[config.mk]
export PLATFORM = sky130hd
export DESIGN_NAME = mspid_ctrl
export DESIGN_NICKNAME = d
export VERILOG_FILES = /design/src/rtl/mspid_pkg.sv /design/src/rtl/mspid_ctrl.sv
export SDC_FILE = /design/constraint.sdc
export NUM_CORES = 1
export LEC_CHECK = 0
export BUFFER_PORTS_ARGS = -buffer_cell sky130_fd_sc_hd__buf_4
export CELL_PAD_IN_SITES_DETAIL_PLACEMENT = 1
export CELL_PAD_IN_SITES_GLOBAL_PLACEMENT = 2
export CORE_AREA = 2 2 39 41
export DETAILED_ROUTE_END_ITERATION = 6
export DIE_AREA = 0 0 41 43
export PLACE_DENSITY_LB_ADDON = 0.1
export RECOVER_POWER = 50
export SYNTH_ARGS = -nofsm -noshare
export SYNTH_HDL_FRONTEND = slang
export SYNTH_SLANG_ARGS = --single-unit
[constraint.sdc]
create_clock -name clk -period 1.2 [get_ports clk]
set_input_delay 0.12 -clock clk [delete_from_list [all_inputs] [get_ports clk]]
set_output_delay 0.12 -clock clk [all_outputs]
set_load 0.02 [all_outputs]
[src/rtl/mspid_pkg.sv]
// Shared types and constants for the motor speed PID block.
package mspid_pkg;
  localparam int FRAC_BITS_DEF = 16;
  localparam int MUL_W = 33;

  typedef enum logic [3:0] {
    ST_IDLE, ST_RAW, ST_FA, ST_FB, ST_MEAS, ST_G0, ST_G1, ST_G2, ST_PWM
  } state_t;

  typedef enum logic [2:0] {
    OP_NONE, OP_RAW, OP_FA, OP_FB, OP_MEAS, OP_G0, OP_G1, OP_G2
  } op_t;

  typedef struct packed {
    op_t  op;
    logic load;
    logic fin;
    logic pwm;
  } cmd_t;

  localparam logic [2:0] REG_ALPHA = 3'd0;
  localparam logic [2:0] REG_G0 = 3'd1;
  localparam logic [2:0] REG_G1 = 3'd2;
  localparam logic [2:0] REG_G2 = 3'd3;
  localparam logic [2:0] REG_RPT = 3'd4;
  localparam logic [2:0] REG_PPR = 3'd5;
  localparam logic [2:0] REG_TOP = 3'd6;

  function automatic logic signed [31:0] sat32(input logic signed [79:0] x);
    if (x > 80'sd2147483647) return 32'sh7fffffff;
    if (x < -80'sd2147483648) return 32'sh80000000;
    return x[31:0];
  endfunction

  // round to nearest, ties up: add half then arithmetic shift
  function automatic logic signed [79:0] rshr(input logic signed [79:0] x, input int s);
    if (s == 0) return x;
    return (x + (80'sd1 <<< (s - 1))) >>> s;
  endfunction
endpackage

[src/rtl/mspid_ctrl.sv]
// Sequencer for the sample computation.
module mspid_ctrl (
  input  logic clk,
  input  logic rst,
  input  logic start,
  input  logic out_free,
  output mspid_pkg::cmd_t cmd,
  output logic busy
);
  mspid_pkg::state_t state, state_next;

  always_ff @(posedge clk) begin
    if (rst) state <= mspid_pkg::ST_IDLE;
    else state <= state_next;
  end

  always_comb begin
    state_next = state;
    case (state)
      mspid_pkg::ST_IDLE: if (start) state_next = mspid_pkg::ST_RAW;
      mspid_pkg::ST_RAW: state_next = mspid_pkg::ST_FA;
      mspid_pkg::ST_FA: state_next = mspid_pkg::ST_FB;
      mspid_pkg::ST_FB: state_next = mspid_pkg::ST_MEAS;
      mspid_pkg::ST_MEAS: state_next = mspid_pkg::ST_G0;
      mspid_pkg::ST_G0: state_next = mspid_pkg::ST_G1;
      mspid_pkg::ST_G1: state_next = mspid_pkg::ST_G2;
      mspid_pkg::ST_G2: state_next = mspid_pkg::ST_PWM;
      mspid_pkg::ST_PWM: if (out_free) state_next = mspid_pkg::ST_IDLE;
      default: state_next = mspid_pkg::ST_IDLE;
    endcase
  end

  always_comb begin
    cmd = '{op: mspid_pkg::OP_NONE, load: 1'b0, fin: 1'b0, pwm: 1'b0};
    busy = 1'b1;
    case (state)
      mspid_pkg::ST_IDLE: begin
        busy = 1'b0;
        cmd.load = start;
      end
      mspid_pkg::ST_RAW: cmd.op = mspid_pkg::OP_RAW;
      mspid_pkg::ST_FA: cmd.op = mspid_pkg::OP_FA;
      mspid_pkg::ST_FB: cmd.op = mspid_pkg::OP_FB;
      mspid_pkg::ST_MEAS: cmd.op = mspid_pkg::OP_MEAS;
      mspid_pkg::ST_G0: cmd.op = mspid_pkg::OP_G0;
      mspid_pkg::ST_G1: cmd.op = mspid_pkg::OP_G1;
      mspid_pkg::ST_G2: cmd.op = mspid_pkg::OP_G2;
      mspid_pkg::ST_PWM: begin
        cmd.pwm = out_free;
        cmd.fin = out_free;
      end
      default: busy = 1'b1;
    endcase
  end
endmodule

== Yosys cells after proc, flatten, opt, wreduce, memory -nomap -nowiden ==
Index checks and enable logic that the tools add are counted.

* Bits of input ports: 4
* Register bits after elaboration: 4
* Output and inout bits: 7
* Logic and storage cells: 20

* Equal/unequal tests: 10
* Reductions and logical operators: 2
* Mux-type cells: 7

{| class="wikitable"
|+ Operators with widths
! operator !! count
|-
| case mux 4 bit (9 select lines) || 1
|-
| case mux 3 bit (7 select lines) || 1
|-
| equality test 4 x 3 -> 1 bit (second input constant) || 4
|-
| equality test 4 x 2 -> 1 bit (second input constant) || 2
|-
| two-way mux 4 bit || 2
|-
| equality test 4 x 1 -> 1 bit (second input constant) || 1
|-
| equality test 4 bit (second input constant) || 1
|-
| zero test 4 bit || 1
|-
| inequality test 2 bit (second input constant) || 2
|-
| two-way mux 1 bit || 2
|-
| two-way mux 2 bit || 1
|-
| AND reduction 2 bit || 1
|}

== Depth between registers and ports, before layout ==
* Word-level depth: 3
* Gate-level depth with buffers: 4
* Mapped depth without buffers: 2

== Worst setup path before layout ==
No wires, ideal clock.

* Kind: register -> output
* Start point: register state[0]
* End point: output cmd[2] in the netlist's numbering
* Stages on the path, launching flop included: 4
* Slack: -0.112 ns
* Path buffers: 1
* Data required time: 1.080 ns
* Arrival time: 1.192 ns
* Cells stage by stage: dfxtp_1 > buf_6 > or4_4 > nor2_2

{| class="wikitable"
|+ RTL lines
! what !! RTL line !! RTL
|-
| start: declaration || mspid_ctrl.sv:10 || <nowiki>mspid_pkg::state_t state, state_next;</nowiki>
|-
| start signal: assignment || mspid_ctrl.sv:13 || <nowiki>if (rst) state <= mspid_pkg::ST_IDLE;</nowiki>
|-
| start signal: assignment || mspid_ctrl.sv:14 || <nowiki>else state <= state_next;</nowiki>
|-
| end: declaration || mspid_ctrl.sv:7 || <nowiki>output mspid_pkg::cmd_t cmd,</nowiki>
|}

==> metrics <==
post-synthesis sequential area ratio 33.7%; Cell Area, Placed 339 um2; reg2reg start state[1]; Static Leakage 0.209 nW; final antenna-violating net count 0; post-synth top area share 33.7%; Setup crit end kind primary output; largest net degree at the start of global routing 10; crit path launch type register; overall routed net length 709 um; failing checks negative setup slack; core occupancy in the finished layout 31.8%; max-cap viol count 0; synthesized flop and latch total 4; area growth from synthesis to layout 85.3%; CTS Sinks 4; RSZ-0062 raised after global routing yes; slew of the pin with the lowest slew margin 219 ps; fraction of final layout cells sized beyond drive strength 1 68.9%; CTS Hold Buffers Added 0; design area 440 um2; Die Height 43 um; Hold Crit Start rst; Initial Utilization 17.2%; post-synthesis cell area 238 um2; first-pass iteration count of the detailed router 2; Int Power 0.374 mW; crit-path max FO 2; most common cell in the netlist dfxtp_1; net load switching power 0.153 mW; Final Worst Setup Slack -222 ps; Avg Cell Area, Syn 8.80 um2; vias per cell 4.33; CTS Buf Count 3; Root Buffer clkbuf_4; die area 1760 um2; DR DRC count 0; hold path depth 2; Post-synth top cells dfxtp_1, nor2b_1, nor3_1; cells after synthesis 27; register-to-register setup slack 100 ps; max FFs per register 4; total gr overflow 0; CP Cell Sequence or4_4 > nor2_4 > buf_6; VDD IR max 0.449 mV; first-pass GRT wire length 1.07 mm; vias in the first global route 252; Top reg by flops state; vias 264; die width 41 um; Slowest cell on crit path or4_4; diodes inserted 0; Most used DFF post-synth dfxtp_1; CTS tree done; CP arrival 1300 ps; Finished Layout Cells 61; initial drt markers 1; core area 1380 um2; Placer Congestion 0.694; Clk Latency, worst-skew pair 230 ps; Largest regs state x4; FF-to-FF End state[3]; slowest cell delay on critical path 550 ps; All-Layer GR Usage 9.92%; Synth area leader dfxtp_1; Distinct cells, synth 18; CP required 1080 ps; Post-synth EDFFs 0; Mapped Nets 31; sequential group share of total power 28.8%; Clock Tree Buf Depth 2; Post-layout nets 51; Boundary Pins 11; clock power share 30.9%; final hold violation count 0; fmax 703 MHz; Final min period 1420 ps; critical path class register to primary output; site row count 14; max_slew headroom 85.3%; Cells after DPL 53; synth top area cells dfxtp_1, nor2b_1, nor3_1; Multi-input gate area 150 um2; Switching Share 29.1%; Worst-path clk slew 30 ps; Seq. cell area 83.8 um2; port bufs 10; fin crit share 118%; antenna violations before repair 0; Clock Skews 1.78 ps; worst min path class input pin to register; final setup fails 5; Final Max Slew Viols 0; Filler Cells Inserted 175; routed len/inst 11.6 um; power per cell area 1200 nW/um2; Synthesis Warnings 0; ys async rst share 0%; hold endpoint state[2]; H-tree depth 1; combinational power share 40.2%; R2R depth 4; outcome finished, violations left
==> metal layers <==
| layer | GRT usage, % | vias to the layer above | share of wire (%) |
|---|---|---|---|
| met3 | 4.71 | 2 | 5.5 |
| met2 | 12.5 | 6 | 49 |
| li1 | - | 134 | - |
| met4 | 10.0 | 0 | 1.7 |
| met5 | 0 | - | 0 |
| met1 | 11.2 | 122 | 44 |
==> timing repair <==
action                     CTS  global route
pin swaps                    2             2
buffers inserted             2             3
gates resized for setup     10             5
setup endpoints to repair    4             5
==> area by class of cell <==
class                           count  share of cell area, %
Clock buffer                        3                   5.11
Multi-Input combinational cell     17                   34.1
Inverter                            2                   1.70
Tap cell                           16                   4.55
Timing Repair Buffer               19                   35.5
Sequential cell                     4                   19.0
==> placed cells by master, fill, tap and decap left out, drive strengths merged <==
cell,synthesis,final
nand3b,1,1
clkbuf,0,5
and3,1,1
a211oi,1,1
nor3,3,3
xnor2,1,1
inv,2,2
and4b,1,1
buf,4,17
a32o,1,1
nor2b,3,3
dfxtp,4,4
a21bo,1,1
or4,1,1
nor4,1,1
nor2,2,2
==> through the flow <==
| step | setup TNS (ps) | power [mW] | hold WS [ps] | worst slack [ps] |
|---|---|---|---|---|
| floorplan | -66.0 | 0.252 | 193 | -61.7 |
| global placement | 0 | 0.307 | 332 | 18.9 |
| detailed placement | 0 | 0.309 | 333 | 12.5 |
| CTS | -639 | 0.528 | 75.2 | -235 |
| global route | -928 | 0.566 | 82.8 | -264 |
| finish | -670 | 0.527 | 84.9 | -222 |
==> power by group through the flow <==
| stage | registers (mW) | clock network (mW) | logic, mW |
|---|---|---|---|
| final | 0.152 | 0.163 | 0.212 |
| after global routing | 0.153 | 0.184 | 0.229 |
| after CTS | 0.152 | 0.177 | 0.200 |
| after detailed placement | 0.151 | 0 | 0.158 |
| after global placement | 0.151 | 0 | 0.156 |
| after floorplan | 0.149 | 0 | 0.102 |
==> worst max-delay path: cells and delay by family, from the launching register on <==
kind                   cells  cell delay, ps
AND/OR/NAND/NOR            2             640
flip-flops                 1             310
buffers and inverters      1             110
==> how the worst max path moves through the flow <==
| stage | to | depth (start not counted) | start |
|---|---|---|---|
| global route | cmd[2] | 3 | state[2] |
| floorplan | cmd[2] | 3 | state[0] |
| finish | cmd[2] | 3 | state[2] |
| detailed placement | cmd[2] | 3 | state[2] |
| global placement | cmd[2] | 3 | state[2] |
| CTS | cmd[2] | 3 | state[2] |
==> kinds of logic (layout without fill, tap and decap cells) <==
family | Yosys count | after routing | share of synthesized area [%]
AND/OR/NAND/NOR | 13 | 13 | 35.8
buffers and inverters | 6 | 24 | 15.3
flip-flops | 4 | 4 | 33.7
AO/OA/AOI/OAI | 3 | 3 | 11.6
XOR/XNOR | 1 | 1 | 3.68
Power figures use the tool's default switching activity.
